File: src/sv/ebl_pkg.sv
// ----------------------------------------------------------------------------
// ebl_pkg
// Shared types and constants for the EMA bandwidth limiter.
// ----------------------------------------------------------------------------
package ebl_pkg;

  localparam int unsigned TICKS_PER_SECOND = 1000000;

  localparam int RATE_W = 31;
  localparam int SIZE_W = 16;
  localparam int SENT_W = 32;
  localparam int ELAP_W = 32;
  localparam int CFG_IDX_W = 2;
  localparam int CFG_DATA_W = RATE_W;

  localparam int TPS_W = $clog2(TICKS_PER_SECOND + 1);
  localparam int NINE_W = RATE_W + 4;
  localparam int DEN_W = ELAP_W + 4;
  localparam int NUM_W = SENT_W + TPS_W + 1;
  localparam int CNT_W = $clog2(NUM_W);
  localparam int REM10_W = 4;

  localparam logic [REM10_W:0] DIV_TEN = 5'd10;
  localparam logic [RATE_W-1:0] RATE_MAX = {RATE_W{1'b1}};
  localparam logic [RATE_W-1:0] MAX_RATE_RESET = RATE_W'(65536);

  localparam logic OP_SEND = 1'b0;
  localparam logic OP_TICK = 1'b1;

  localparam logic [CFG_IDX_W-1:0] REG_MAX_RATE = 2'd0;
  localparam logic [CFG_IDX_W-1:0] REG_SILENT_DISCARD = 2'd1;
  localparam logic [CFG_IDX_W-1:0] REG_RELIABLE_BYPASS = 2'd2;

  typedef enum logic [2:0] {
    ST_IDLE,
    ST_DIV10,
    ST_MUL,
    ST_QDIV,
    ST_FINISH
  } state_t;

endpackage

File: src/sv/ema_bandwidth_limiter_unit.sv
// ----------------------------------------------------------------------------
// ema_bandwidth_limiter_unit
// Send-side policer on a smoothed rate meter with a bit-serial rate update.
// ----------------------------------------------------------------------------
// Send requests and short ticks: the result is registered in the cycle after the request is taken.
// Full rate update: the accepted tick, then divide by ten, shift-add multiply and
//   restoring divide, stepped by the serial shift registers, then a finish step;
//   no new request is taken until its result is registered.
// A request is taken while idle and the output register is empty or being drained.
// Reset (synchronous, rst_n low) clears state and loads the register defaults.
module ema_bandwidth_limiter_unit (
  input  logic                              clk,
  input  logic                              rst_n,
  input  logic                              in_valid,
  output logic                              in_ready,
  input  logic                              in_opcode,
  input  logic [15:0]                       in_pkt_size,
  input  logic                              in_is_reliable,
  input  logic                              in_downstream_ok,
  input  logic [31:0]                       in_elapsed_ticks,
  output logic                              out_valid,
  input  logic                              out_ready,
  output logic                              out_forwarded,
  output logic                              out_success,
  output logic [30:0]                       out_current_rate,
  input  logic                              cfg_valid,
  output logic                              cfg_ready,
  input  logic [ebl_pkg::CFG_IDX_W-1:0]     cfg_index,
  input  logic [ebl_pkg::CFG_DATA_W-1:0]    cfg_data
);

  ebl_pkg::state_t state_r, state_nxt;

  logic [ebl_pkg::RATE_W-1:0]  max_rate_r, max_rate_nxt;
  logic                        silent_r, silent_nxt;
  logic                        bypass_r, bypass_nxt;
  logic [ebl_pkg::RATE_W-1:0]  rate_r, rate_nxt;
  logic [ebl_pkg::SENT_W-1:0]  bytes_r, bytes_nxt;
  logic                        primed_r, primed_nxt;

  logic                        out_valid_r, out_valid_nxt;
  logic                        out_fwd_r, out_fwd_nxt;
  logic                        out_succ_r, out_succ_nxt;
  logic [ebl_pkg::RATE_W-1:0]  out_rate_r, out_rate_nxt;

  logic [ebl_pkg::CNT_W-1:0]   cnt_r, cnt_nxt;
  logic [ebl_pkg::NINE_W-1:0]  base_r, base_nxt;
  logic [ebl_pkg::REM10_W-1:0] rem10_r, rem10_nxt;
  logic [ebl_pkg::SENT_W-1:0]  sent_r, sent_nxt;
  logic [ebl_pkg::ELAP_W-1:0]  elap_r, elap_nxt;
  logic [ebl_pkg::DEN_W-1:0]   den_r, den_nxt;
  logic [ebl_pkg::NUM_W-1:0]   acc_r, acc_nxt;
  logic [ebl_pkg::NUM_W-1:0]   mcand_r, mcand_nxt;
  logic [ebl_pkg::DEN_W-1:0]   rem_r, rem_nxt;

  logic in_fire;
  logic last;

  logic                         exempt;
  logic                         blocked;
  logic [ebl_pkg::SENT_W:0]     bytes_sum;
  logic [ebl_pkg::REM10_W:0]    rs10;
  logic [ebl_pkg::REM10_W:0]    diff10;
  logic                         ge10;
  logic [ebl_pkg::REM10_W-1:0]  rem10_step;
  logic [ebl_pkg::DEN_W-1:0]    elap_rem;
  logic [ebl_pkg::DEN_W:0]      rs;
  logic [ebl_pkg::DEN_W:0]      diff;
  logic                         ge;
  logic                         q_hi;
  logic [ebl_pkg::RATE_W:0]     total;

  // FSM outputs
  always_comb begin
    in_ready  = (state_r == ebl_pkg::ST_IDLE) && (!out_valid_r || out_ready);
    cfg_ready = 1'b1;
  end

  assign in_fire = in_valid && in_ready;
  assign last    = (cnt_r == '0);

  assign out_valid        = out_valid_r;
  assign out_forwarded    = out_fwd_r;
  assign out_success      = out_succ_r;
  assign out_current_rate = out_rate_r;

  // next state
  always_comb begin
    state_nxt = state_r;
    unique case (state_r)
      ebl_pkg::ST_IDLE: begin
        if (in_fire && in_opcode == ebl_pkg::OP_TICK && in_downstream_ok && primed_r &&
            in_elapsed_ticks != '0) begin
          state_nxt = ebl_pkg::ST_DIV10;
        end
      end
      ebl_pkg::ST_DIV10: begin
        if (last) state_nxt = ebl_pkg::ST_MUL;
      end
      ebl_pkg::ST_MUL: begin
        if (last) state_nxt = ebl_pkg::ST_QDIV;
      end
      ebl_pkg::ST_QDIV: begin
        if (last) state_nxt = ebl_pkg::ST_FINISH;
      end
      ebl_pkg::ST_FINISH: begin
        state_nxt = ebl_pkg::ST_IDLE;
      end
      default: state_nxt = ebl_pkg::ST_IDLE;
    endcase
  end

  // serial step logic
  always_comb begin
    exempt    = bypass_r && in_is_reliable;
    blocked   = !exempt && (rate_r > max_rate_r);
    bytes_sum = {1'b0, bytes_r} + (ebl_pkg::SENT_W + 1)'(in_pkt_size);

    rs10       = {rem10_r, base_r[ebl_pkg::NINE_W-1]};
    ge10       = (rs10 >= ebl_pkg::DIV_TEN);
    diff10     = rs10 - ebl_pkg::DIV_TEN;
    rem10_step = ge10 ? diff10[ebl_pkg::REM10_W-1:0] : rs10[ebl_pkg::REM10_W-1:0];
    elap_rem   = ebl_pkg::DEN_W'(elap_r) * ebl_pkg::DEN_W'(rem10_step);

    rs   = {rem_r, acc_r[ebl_pkg::NUM_W-1]};
    diff = rs - {1'b0, den_r};
    ge   = (rs >= {1'b0, den_r});

    q_hi  = |acc_r[ebl_pkg::NUM_W-1:ebl_pkg::RATE_W];
    total = {1'b0, base_r[ebl_pkg::RATE_W-1:0]} + {1'b0, acc_r[ebl_pkg::RATE_W-1:0]};
  end

  // datapath
  always_comb begin
    max_rate_nxt  = max_rate_r;
    silent_nxt    = silent_r;
    bypass_nxt    = bypass_r;
    rate_nxt      = rate_r;
    bytes_nxt     = bytes_r;
    primed_nxt    = primed_r;
    out_valid_nxt = out_valid_r && !out_ready;
    out_fwd_nxt   = out_fwd_r;
    out_succ_nxt  = out_succ_r;
    out_rate_nxt  = out_rate_r;
    cnt_nxt       = cnt_r;
    base_nxt      = base_r;
    rem10_nxt     = rem10_r;
    sent_nxt      = sent_r;
    elap_nxt      = elap_r;
    den_nxt       = den_r;
    acc_nxt       = acc_r;
    mcand_nxt     = mcand_r;
    rem_nxt       = rem_r;

    if (cfg_valid && cfg_ready) begin
      unique case (cfg_index)
        ebl_pkg::REG_MAX_RATE:        max_rate_nxt = cfg_data;
        ebl_pkg::REG_SILENT_DISCARD:  silent_nxt = cfg_data[0];
        ebl_pkg::REG_RELIABLE_BYPASS: bypass_nxt = cfg_data[0];
        default: ;
      endcase
    end

    unique case (state_r)
      ebl_pkg::ST_IDLE: begin
        if (in_fire) begin
          if (in_opcode == ebl_pkg::OP_SEND) begin
            out_valid_nxt = 1'b1;
            out_fwd_nxt   = !blocked;
            out_succ_nxt  = blocked ? silent_r : in_downstream_ok;
            out_rate_nxt  = rate_r;
            if (!blocked && in_downstream_ok) begin
              bytes_nxt = bytes_sum[ebl_pkg::SENT_W] ? '1 : bytes_sum[ebl_pkg::SENT_W-1:0];
            end
          end else if (!in_downstream_ok) begin
            out_valid_nxt = 1'b1;
            out_fwd_nxt   = 1'b0;
            out_succ_nxt  = 1'b0;
            out_rate_nxt  = rate_r;
          end else if (!primed_r) begin
            primed_nxt    = 1'b1;
            bytes_nxt     = '0;
            out_valid_nxt = 1'b1;
            out_fwd_nxt   = 1'b0;
            out_succ_nxt  = 1'b1;
            out_rate_nxt  = rate_r;
          end else if (in_elapsed_ticks == '0) begin
            rate_nxt      = ebl_pkg::RATE_MAX;
            bytes_nxt     = '0;
            out_valid_nxt = 1'b1;
            out_fwd_nxt   = 1'b0;
            out_succ_nxt  = 1'b1;
            out_rate_nxt  = ebl_pkg::RATE_MAX;
          end else begin
            sent_nxt  = bytes_r;
            bytes_nxt = '0;
            elap_nxt  = in_elapsed_ticks;
            den_nxt   = (ebl_pkg::DEN_W'(in_elapsed_ticks) << 3) +
                        (ebl_pkg::DEN_W'(in_elapsed_ticks) << 1);
            base_nxt  = (ebl_pkg::NINE_W'(rate_r) << 3) + ebl_pkg::NINE_W'(rate_r);
            rem10_nxt = '0;
            cnt_nxt   = ebl_pkg::CNT_W'(ebl_pkg::NINE_W - 1);
          end
        end
      end
      ebl_pkg::ST_DIV10: begin
        base_nxt  = {base_r[ebl_pkg::NINE_W-2:0], ge10};
        rem10_nxt = rem10_step;
        cnt_nxt   = cnt_r - 1'b1;
        if (last) begin
          acc_nxt   = ebl_pkg::NUM_W'(elap_rem);
          mcand_nxt = ebl_pkg::NUM_W'(ebl_pkg::TICKS_PER_SECOND);
          cnt_nxt   = ebl_pkg::CNT_W'(ebl_pkg::SENT_W - 1);
        end
      end
      ebl_pkg::ST_MUL: begin
        acc_nxt   = acc_r + (sent_r[0] ? mcand_r : '0);
        mcand_nxt = mcand_r << 1;
        sent_nxt  = sent_r >> 1;
        cnt_nxt   = cnt_r - 1'b1;
        if (last) begin
          rem_nxt = '0;
          cnt_nxt = ebl_pkg::CNT_W'(ebl_pkg::NUM_W - 1);
        end
      end
      ebl_pkg::ST_QDIV: begin
        acc_nxt = {acc_r[ebl_pkg::NUM_W-2:0], ge};
        rem_nxt = ge ? diff[ebl_pkg::DEN_W-1:0] : rs[ebl_pkg::DEN_W-1:0];
        cnt_nxt = cnt_r - 1'b1;
      end
      ebl_pkg::ST_FINISH: begin
        rate_nxt      = (q_hi || total[ebl_pkg::RATE_W]) ? ebl_pkg::RATE_MAX
                                                         : total[ebl_pkg::RATE_W-1:0];
        out_valid_nxt = 1'b1;
        out_fwd_nxt   = 1'b0;
        out_succ_nxt  = 1'b1;
        out_rate_nxt  = (q_hi || total[ebl_pkg::RATE_W]) ? ebl_pkg::RATE_MAX
                                                         : total[ebl_pkg::RATE_W-1:0];
      end
      default: ;
    endcase
  end

  always_ff @(posedge clk) begin
    if (!rst_n) begin
      state_r     <= ebl_pkg::ST_IDLE;
      max_rate_r  <= ebl_pkg::MAX_RATE_RESET;
      silent_r    <= 1'b0;
      bypass_r    <= 1'b0;
      rate_r      <= '0;
      bytes_r     <= '0;
      primed_r    <= 1'b0;
      out_valid_r <= 1'b0;
      cnt_r       <= '0;
    end else begin
      state_r     <= state_nxt;
      max_rate_r  <= max_rate_nxt;
      silent_r    <= silent_nxt;
      bypass_r    <= bypass_nxt;
      rate_r      <= rate_nxt;
      bytes_r     <= bytes_nxt;
      primed_r    <= primed_nxt;
      out_valid_r <= out_valid_nxt;
      cnt_r       <= cnt_nxt;
    end
  end

  always_ff @(posedge clk) begin
    out_fwd_r  <= out_fwd_nxt;
    out_succ_r <= out_succ_nxt;
    out_rate_r <= out_rate_nxt;
    base_r     <= base_nxt;
    rem10_r    <= rem10_nxt;
    sent_r     <= sent_nxt;
    elap_r     <= elap_nxt;
    den_r      <= den_nxt;
    acc_r      <= acc_nxt;
    mcand_r    <= mcand_nxt;
    rem_r      <= rem_nxt;
  end

endmodule
File: config.mk
export PLATFORM = sky130hd
export DESIGN_NAME = ema_bandwidth_limiter_unit
export DESIGN_NICKNAME = d
export VERILOG_FILES = /design/src/sv/ebl_pkg.sv /design/src/sv/ema_bandwidth_limiter_unit.sv
export SDC_FILE = /design/constraint.sdc
export NUM_CORES = 1
export LEC_CHECK = 0
export BUFFER_PORTS_ARGS = -buffer_cell sky130_fd_sc_hd__buf_2
export CAP_MARGIN = 15
export CORE_MARGIN = 5
export CORE_UTILIZATION = 69
export DETAILED_ROUTE_END_ITERATION = 6
export GPL_TIMING_DRIVEN = 0
export PLACE_DENSITY = 0.89
export SYNTH_ARGS = -nofsm -noshare
export SYNTH_HDL_FRONTEND = slang
export SYNTH_SLANG_ARGS = --single-unit
File: constraint.sdc
create_clock -name clk -period 13.9 [get_ports clk]
set_input_delay 2.085 -clock clk [delete_from_list [all_inputs] [get_ports clk]]
set_output_delay 2.085 -clock clk [all_outputs]
set_load 0.02 [all_outputs]
# Word level (Yosys, flattened, before mapping)
# Cells that the tools add are included.
# op_classes
n_reduce_logical	45
eq_ne	18
multipliers	1
order_cmp	3
n_addsub	8
n_bitwise	1
muxes	75
# op_table
op	count
two-way mux 31 bit	10
two-way mux 32 bit	9
two-way mux 35 bit	5
two-way mux 53 bit	3
case mux 53 bit (3 select lines)	1
case mux 31 bit (2 select lines)	2
case mux 53 bit (2 select lines)	1
two-way mux 36 bit	2
case mux 36 bit (2 select lines)	1
case mux 35 bit (2 select lines)	1
case mux 32 bit (2 select lines)	1
adder 53 bit	1
two-way mux 6 bit	7
>= comparator 37 x 36 -> 1 bit	1
adder 35 x 33 -> 36 bit	1
multiplier 32 x 4 -> 36 bit	1
subtractor 36 bit	1
adder 34 x 31 -> 35 bit	1
adder 32 x 16 -> 33 bit	1
adder 31 x 31 -> 32 bit	1
zero test 32 bit	1
nonzero test 32 bit	1
greater-than comparator 31 bit	1
AND reduction 6 bit	5
other kinds (32)	92
# totals
inputBits	89
output_inout_bits	36
word_cells	171
reg_bits	421

# Logic depth before layout (Yosys ltp)
# Gate-level depths: netlist (run 1).
# logic_depth
word_depth	10
depth_mapped	24

# Worst setup path before layout (run 1)
# Ideal clock, no wire load.
# synth_path
path_type	input port to flip-flop
startpoint	input port out_ready
endpoint	register sent_r[0] in the netlist's numbering (enable)
setup_time_ps	461
arrival_time_ps	8333
path_buffers	0
slack_ps	5107
cell_stages	6
required_time_ps	13439
path_cell_list	nor2b_1 -> nor4_1 -> nand2_1 -> nor2_1 -> nor2_1 -> nor3_1
# synth_between
elab_chain_len	5
# synth_rtl
element	line	source
start: declaration	ema_bandwidth_limiter_unit.sv:22	input logic out_ready,
logical OR 1 bit	ema_bandwidth_limiter_unit.sv:75	in_ready = (state_r == ebl_pkg::ST_IDLE) && (!out_valid_r || out_ready);
logical AND 1 bit	ema_bandwidth_limiter_unit.sv:75	
net in_ready	ema_bandwidth_limiter_unit.sv:15	output logic in_ready,
logical AND 1 bit	ema_bandwidth_limiter_unit.sv:79	assign in_fire = in_valid && in_ready;
!= test 2 bit (no source line)	--	
AND reduction 6 bit (no source line)	--	
end signal: assignment	ema_bandwidth_limiter_unit.sv:274	sent_r <= sent_nxt;
end: declaration	ema_bandwidth_limiter_unit.sv:49	logic [ebl_pkg::SENT_W-1:0] sent_r, sent_nxt;
# The timed path passes the listed nets, and every way through them passes these cells.
# A chain may end at the register's enable or synchronous reset.

# Final worst setup path (run 1)
# layout_path
startpoint	register base_r[34] in the netlist's numbering
endpoint	register acc_r[28] in the netlist's numbering (data pin)
# layout_between
elab_chain_len	5
elab_cells_between_ends	6
# layout_rtl
element	line	source
start: declaration	ema_bandwidth_limiter_unit.sv:47	logic [ebl_pkg::NINE_W-1:0] base_r, base_nxt;
start signal: assignment	ema_bandwidth_limiter_unit.sv:272	base_r <= base_nxt;
subtractor 4 bit / >= comparator 5 x 4 -> 1 bit (equally long branches)	ema_bandwidth_limiter_unit.sv:121, ema_bandwidth_limiter_unit.sv:120	
two-way mux 4 bit *	ema_bandwidth_limiter_unit.sv:122	rem10_step = ge10 ? diff10[ebl_pkg::REM10_W-1:0] : rs10[ebl_pkg::REM10_W-1:0];
multiplier 32 x 4 -> 36 bit *	ema_bandwidth_limiter_unit.sv:123	elap_rem = ebl_pkg::DEN_W'(elap_r) * ebl_pkg::DEN_W'(rem10_step);
two-way mux 53 bit *	ema_bandwidth_limiter_unit.sv:210	if (last) begin
case mux 53 bit (3 select lines) *	ema_bandwidth_limiter_unit.sv:164	unique case (state_r)
net acc_nxt, one bit	ema_bandwidth_limiter_unit.sv:52	logic [ebl_pkg::NUM_W-1:0] acc_r, acc_nxt;
end signal: assignment	ema_bandwidth_limiter_unit.sv:277	acc_r <= acc_nxt;
end: declaration	ema_bandwidth_limiter_unit.sv:52	
# The timed path passes the listed nets; every way through them passes the cells marked *. The select of a mux whose other input is x is not followed.

==> results.py, run 1 <==
metrics = {
    "place": {
        "gp_congestion": 0.959,
        "dp_hpwl_mm": 62.9,
        "portBuffers": 122,
    },
    "worst_setup_path": {
        "required_ns": 14.24,
        "cp-start-kind": "register",
        "crit_path_max_incr_delay_ns": 0.58,
        "arrival_ns": 7.39,
        "critPathSlowestCell": "fa_1",
        "cpMostUsedCell": "fa_1",
        "end_kind": "register",
        "crit_chain": "clkbuf_1 > o31ai_1 > a21oi_1 > mux2i_1 > buf_1 > nand2_1 > fa_1 > inv_1 > fa_1 > inv_1 > fa_1 > nor2b_1 > o21ai_0 > a21boi_0 > o21ai_0 > a21oi_1 > a41oi_1 > a21boi_0 > o22ai_1 > xnor2_1 > mux2_2",
        "crit_type": "register to register",
        "path_max_fanout": 10,
    },
    "floorplanning": {
        "core_region_area_um2": 44400,
        "start_util": 0.701,
        "die_area_um2": 49500,
        "ios": 125,
        "die_h_um": 222,
        "die_w_um": 222,
        "rows": 77,
    },
    "sta": {
        "maxSlewHeadroom": 0.344,
        "setup_viol": 0,
        "period_share": 0.507,
        "post-route-min-period_ns": 7.05,
        "hold_viol_final": 0,
        "clock_skew_ns": 0.0267,
        "tns_ns": 0,
        "rsz0062_at_grt": "false",
        "fmax_ghz": 0.142,
        "tightest_slew_ns": 0.974,
        "final_max_slew_viol_count": 0,
    },
    "drt": {
        "vias": 27000,
        "ant_nets": 0,
        "first_pass_iters": 6,
        "drt-total-wl_mm": 82.9,
        "vias_per_cell": 6.31,
        "drcViolationCount": 0,
        "drt_iter0_drc": 3114,
        "wl_per_cell_um": 19.4,
    },
    "pwr": {
        "ir_drop_mv": 0.153,
        "p_leak_nw": 14.6,
        "clockPowerShare": 0.241,
        "power_density_nw_per_um2": 152,
        "intPower_mw": 3.14,
        "switching_power_mw": 2.08,
        "switching_share": 0.399,
        "total_power_mw": 5.22,
        "p_comb_frac": 0.442,
        "pwr-share-seq": 0.317,
    },
    "logic_synthesis": {
        "synthCells": 3469,
        "yosysSeqAreaShare": 0.363,
        "synth_area_um2": 31100,
        "synth_edf_count": 305,
        "yosysWarningCount": 0,
        "synth.distinct_cells": 91,
        "synth_seq_cells": 412,
        "synthFlopType": "edfxtp_1",
        "ys_async_sr_fraction": 0,
        "synth_area_per_cell_um2": 8.97,
        "syn_nets": 3884,
    },
    "global_route": {
        "busiest_layer": "met2",
        "grt_max_degree": 41,
        "grt_remaining_overflow": 0,
        "grt_pass1_wl_mm": 133,
        "gr-usage-met1": 0.436,
        "grt_antenna_before_repair": 0,
        "grt_use_met3": 0.0462,
        "grt_util_all_layers": 0.324,
        "grt_pass1_vias": 26300,
        "grtUsageMet2": 0.534,
    },
    "cts": {
        "holdBufCountCts": 0,
        "cts-htree-levels": 2,
        "clk_path_buf_depth": 3,
        "insertion_delay_ns": 0.61,
        "cts_buffers": 47,
        "cts.sinks": 412,
        "post_cts_buffers": 0,
        "cts-resized-gates": 0,
        "tritoncts": "built",
        "root_buffer": "clkbuf_16",
        "clk_pin_slew_ns": 0.06,
    },
    "layout": {
        "synthToLayoutAreaGrowth_pct": 10.1,
        "layout-drive-gt1-share": 0.0748,
        "ff_latch_area_um2": 11300,
        "multi_input_area_um2": 18400,
        "fillers": 3055,
        "antenna_cells": 0,
        "nets": 4065,
    },
    "run_status": {
        "outcome": "completed",
    },
    "hold_path": {
        "hold_path_class": "register to register",
    },
    "run": {
        "cap_violations": 0,
    },
}
## per-layer routing
metal	wire length, µm	vias up
li1	-	12700
met4	3360	0
met3	7120	259
met2	39000	1286
met5	0	-
met1	33400	12800
## registers in the layout (all words and copies together) (netlist names)
name              count
acc_r                53
mcand_r              47
rem_r                36
base_r               35
den_r                33
bytes_r              32
elap_r               32
sent_r               32
max_rate_r           31
out_current_rate     31
rate_r               31
cnt_r                 6
rem10_r               4
state_r               3
bypass_r              1
out_forwarded         1
out_success           1
out_valid             1
primed_r              1
silent_r              1
## path summary, 6_finish.rpt
| kind | slack (ns) | from | cells past startpoint | end |
|---|---|---|---|---|
| hold reg to reg | 0.46 | max_rate_r[10] | 2 | max_rate_r[10] |
| hold / removal | 0.46 | max_rate_r[10] | 2 | max_rate_r[10] |
| setup / recovery | 6.85 | base_r[34] | 21 | acc_r[28] |
| setup reg to reg | 6.85 | base_r[34] | 21 | acc_r[28] |
## cells by family (layout without fill, tap and decap cells)
| kind of cell | after synthesis | count (layout) | share of synthesized area |
|---|---|---|---|
| buffers and inverters | 395 | 615 | 0.0490 |
| AND/OR/NAND/NOR | 1171 | 1171 | 0.182 |
| flip-flops | 412 | 412 | 0.363 |
| multiplexers | 31 | 31 | 0.0101 |
| AO/OA/AOI/OAI | 951 | 951 | 0.198 |
| adder cells (fa/ha/maj) | 326 | 326 | 0.147 |
| XOR/XNOR | 182 | 182 | 0.0512 |
| other | 1 | 1 | 0.000120 |
## metrics by stage
step                cell area [µm²]  worst slack (ns)  hold slack (ns)  instances   util
CTS                           34300              7.00            0.465       4281  0.771
floorplan                     31100              5.11            0.432       3469      -
finish                        34300              6.85            0.462       4281  0.771
global placement              32500              2.98            0.448       4183  0.731
global route                  34300              6.56            0.486       4281  0.771
detailed placement            32700              7.08            0.457       4193  0.737
## critical path: cells and delay by family, from the launching register on
kind / cells / cell delay (ns)
AOI/OAI and AO/OA: 9 / 2.42
adders and majority gates: 3 / 1.59
buffers and inverters: 4 / 1.11
muxes: 2 / 0.84
DFF: 1 / 0.34
and+or+nand+nor: 2 / 0.29
xor gates and xnor gates: 1 / 0.19
## synthesized netlist by cell type, drive strengths merged, types with 72 or more instances
| library cell | n | share of area |
|---|---|---|
| a21o | 110 | 0.027 |
| a21oi | 248 | 0.040 |
| and2 | 136 | 0.027 |
| clkbuf | 117 | 0.014 |
| dfxtp | 107 | 0.069 |
| edfxtp | 305 | 0.29 |
| ha | 260 | 0.10 |
| inv | 260 | 0.031 |
| nand2 | 382 | 0.046 |
| nor2 | 258 | 0.031 |
| nor2b | 101 | 0.020 |
| o21ai | 245 | 0.040 |
| xnor2 | 110 | 0.031 |
| xor2 | 72 | 0.020 |
## cell type report
class / count / share of cell area
multi-input combinational: 2662 / 0.536
sequential: 412 / 0.330
clock buffer: 61 / 0.0383
inverter: 260 / 0.0285
timing repair buffer: 132 / 0.0231
tap: 592 / 0.0216
buffer: 135 / 0.0161
clock inverter: 27 / 0.00690
## power by group through the flow
stage               Clock [mW]  Sequential [mW]  Combinational [mW]
detailed placement           0             1.68                2.24
global placement             0             1.69                2.14
global route              1.31             1.67                2.54
finish                    1.26             1.66                2.31
floorplan                    0             1.67                1.64
CTS                       1.26             1.65                2.27
## layout by cell type, fill, tap and decap left out, types with 100 or more instances in the layout
cell type | netlist | layout
a21o_1 | 110 | 110
clkbuf_1 | 117 | 125
nand2_1 | 381 | 380
edfxtp_1 | 305 | 305
nor2b_1 | 101 | 100
o21ai_0 | 231 | 229
xnor2_1 | 110 | 110
nor2_1 | 258 | 257
inv_1 | 260 | 260
a21oi_1 | 247 | 246
dfxtp_1 | 107 | 107
ha_1 | 260 | 260
and2_1 | 136 | 136
buf_2 | 5 | 127
No activity file was read; power rests on OpenSTA's default activity.
==> inputs of run 2 (changes only) <==
--- a/config.mk
+++ b/config.mk
@@ -5,13 +5,14 @@
 export SDC_FILE = /design/constraint.sdc
 export NUM_CORES = 1
 export LEC_CHECK = 0
+export ABC_AREA = 1
 export BUFFER_PORTS_ARGS = -buffer_cell sky130_fd_sc_hd__buf_2
 export CAP_MARGIN = 15
 export CORE_MARGIN = 5
-export CORE_UTILIZATION = 69
+export CORE_UTILIZATION = 58
 export DETAILED_ROUTE_END_ITERATION = 6
 export GPL_TIMING_DRIVEN = 0
-export PLACE_DENSITY = 0.89
+export PLACE_DENSITY = 0.79
 export SYNTH_ARGS = -nofsm -noshare
 export SYNTH_HDL_FRONTEND = slang
 export SYNTH_SLANG_ARGS = --single-unit
==> constraint.sdc (replaced) <==
create_clock -name clk -period 6.1 [get_ports clk]
set_input_delay 0.915 -clock clk [delete_from_list [all_inputs] [get_ports clk]]
set_output_delay 0.915 -clock clk [all_outputs]
set_load 0.02 [all_outputs]
==> run 2 against run 1 <==
Compared with the run above:
- first-iteration DRC count is 1.8% lower
- worst hold slack worse by 0.0083 ns
- non-clock buffer count is 39 lower
- synthesized cell count is 40% higher
- clock skew is 0.0054 ns higher
- setup slack worse by 6.5 ns
- critical path type unchanged
- clock-buffer cell count is 3 lower
- fmax is 22% higher
- area after synthesis is 11% higher
- via count is 23% higher
- sequential power grew to 2.9 times the previous value
- global-route usage is 0.45 points lower
==> results.py, run 2 <==
metrics = {
    "place": {
        "place_area_um2": 36100,
        "gp_congestion": 1.00,
        "portBuffers": 123,
        "dp_hpwl_mm": 86.6,
    },
    "logic_synthesis": {
        "yosysSeqAreaShare": 0.329,
        "synth.distinct_cells": 59,
        "synth_top_area_share": 0.266,
        "yosysMostFrequentCell": "nand2_1",
        "ys_top_cells_by_count": "nand2_1 (1207), inv_1 (672), nor2_1 (654)",
        "synth_fa_ha_area_frac": 0.133,
        "synth_seq_cells": 412,
        "yosys.area_share.simple": 0.289,
        "synth_edf_count": 305,
        "syn_nets": 5260,
        "ys_top_cells_by_area": "edfxtp_1 (27%), nand2_1 (13%), ha_1 (9.5%), inv_1 (7.3%), nor2_1 (7.1%)",
        "synth_area_um2": 34400,
        "synth_compound_area_frac": 0.133,
        "yosysTopAreaCell": "edfxtp_1",
        "synth_top_family_by_area": "simple AND/OR/NAND/NOR gates",
        "synthFlopType": "edfxtp_1",
        "synth_mux_area_frac": 0,
        "yosysWarningCount": 0,
        "synthCells": 4845,
        "synth_xor_area_frac": 0.0272,
        "ys_async_sr_fraction": 0,
        "synth_area_per_cell_um2": 7.10,
    },
    "global_route": {
        "grt_max_degree": 38,
        "grt_antenna_before_repair": 1,
        "grt_remaining_overflow": 0,
        "grt_pass1_wl_mm": 164,
        "grt_util_all_layers": 0.319,
        "grt_pass1_vias": 30700,
    },
    "worst_setup_path": {
        "end_kind": "register",
        "required_ns": 6.44,
        "arrival_ns": 6.13,
        "cpMostUsedCell": "inv_1",
        "crit_family": "adder cells",
        "critPathSlowestCell": "o21ai_0",
        "crit_path_max_incr_delay_ns": 0.57,
        "path_max_fanout": 10,
        "crit_type": "register to register",
        "cp-start-kind": "register",
        "path_buf_inv": 8,
    },
    "pwr": {
        "power_density_nw_per_um2": 581,
        "pwr-share-seq": 0.218,
        "p_comb_frac": 0.656,
        "switching_share": 0.529,
        "ir_drop_mv": 0.478,
        "intPower_mw": 10.3,
        "clockPowerShare": 0.126,
        "switching_power_mw": 11.5,
        "p_leak_nw": 17.3,
    },
    "drt": {
        "vias_per_cell": 5.68,
        "ant_nets": 0,
        "drt_iter0_drc": 3057,
        "drcViolationCount": 0,
        "first_pass_iters": 6,
        "drt-total-wl_mm": 106,
        "wl_per_cell_um": 18.1,
        "vias": 33100,
    },
    "layout": {
        "fillers": 5378,
        "final_cell_mix": "nand2_1 (1205), inv_1 (672), nor2_1 (650)",
        "synthToLayoutAreaGrowth_pct": 9.28,
        "finalInstanceArea_um2": 37600,
        "top_register": "acc_r",
        "largest_register_ffs": 53,
        "nets": 5435,
        "layout-drive-gt1-share": 0.0639,
        "largestRegisters": "acc_r x53, mcand_r x47, rem_r x36",
        "layout_commonest_cell": "nand2_1",
    },
    "hold_path": {
        "hold_path_class": "register to register",
    },
    "cts": {
        "cts.sinks": 412,
        "clk_path_buf_depth": 3,
        "insertion_delay_ns": 0.61,
        "post_cts_buffers": 0,
        "holdBufCountCts": 0,
        "tritoncts": "built",
        "cts_buffers": 45,
        "clk_pin_slew_ns": 0.06,
        "cts-htree-levels": 2,
        "root_buffer": "clkbuf_16",
        "cts-resized-gates": 0,
    },
    "floorplanning": {
        "start_util": 0.584,
        "ios": 125,
        "core_region_area_um2": 58900,
        "die_w_um": 254,
        "die_h_um": 254,
        "die_area_um2": 64300,
        "rows": 89,
    },
    "sta": {
        "tightest_slew_ns": 0.978,
        "maxSlewHeadroom": 0.348,
        "post-route-min-period_ns": 5.78,
        "setup_viol": 0,
        "final_max_slew_viol_count": 0,
        "hold_viol_final": 0,
        "fmax_ghz": 0.173,
        "rsz0062_at_grt": "false",
        "tns_ns": 0,
        "period_share": 0.948,
        "clock_skew_ns": 0.0321,
    },
    "run_status": {
        "outcome": "completed",
    },
    "run": {
        "cap_violations": 0,
    },
}
[run 2: changes by cell type after synthesis, moves of 132 or more]
cell and change:
a21oi_1 +157, inv_1 +412, and2_1 -132, nand2_1 +826, nand3_1 +209, nor2_1 +396
[run 2: layer usage]
metal  global-route usage  wire (µm)
met2                0.523      48000
met5                    0          0
met1                0.449      46500
met4               0.0950       3520
met3               0.0384       7560
[run 2: tightest hold or removal path, delay by kind of cell (launching register included)]
family | cells | cell delay (ns)
buffers and inverters | 1 | 0.05
AOI/OAI and AO/OA | 1 | 0.05
DFF | 1 | 0.30
[run 2: kinds of logic (layout without fill, tap and decap cells)]
group	after synthesis	after routing
XOR/XNOR	107	107
other	1	2
AND/OR/NAND/NOR	2377	2377
buffers and inverters	780	990
flip-flops	412	412
adder cells (fa/ha/maj)	326	326
AO/OA/AOI/OAI	842	842
[run 2: worst paths after layout]
kind              start        end  slack (ns)  cells after the start
min reg2reg    bypass_r   bypass_r        0.45                      2
max reg2reg  rem10_r[0]  acc_r[34]        0.32                     25
max          rem10_r[0]  acc_r[34]        0.32                     25
min            bypass_r   bypass_r        0.45                      2
[run 2: cell type report]
class | count | area, µm² | area share
Antenna cell | 1 | 2.50 | 0.0000666
Sequential cell | 412 | 11300 | 0.301
Tap cell | 773 | 967 | 0.0257
Inverter | 680 | 2550 | 0.0679
Clock inverter | 24 | 199 | 0.00529
Multi-Input combinational cell | 3653 | 20100 | 0.534
Buffer | 100 | 488 | 0.0130
Clock buffer | 58 | 1260 | 0.0335
Timing Repair Buffer | 128 | 731 | 0.0194
[run 2: power by group through the flow]
stage                     clock network [mW]  registers, mW  logic (mW)
after floorplan                            0           4.68        9.74
after global routing                    2.88           4.81        15.8
final                                   2.75           4.76        14.3
after global placement                     0           4.83        13.6
after detailed placement                   0           4.80        13.8
after CTS                               2.77           4.75        13.9
[run 2: per-stage QoR]
stage / hold slack (ns) / cells / utilization / setup slack (ns) / power, mW
CTS: 0.457 / 5828 / 0.638 / 0.517 / 21.5
finish: 0.454 / 5829 / 0.638 / 0.315 / 21.8
floorplan: 0.424 / 4845 / - / 1.54 / 14.4
global placement: 0.435 / 5741 / 0.611 / 0.0742 / 18.4
global route: 0.476 / 5828 / 0.638 / 0.0396 / 23.5
detailed placement: 0.449 / 5746 / 0.613 / 0.601 / 18.6
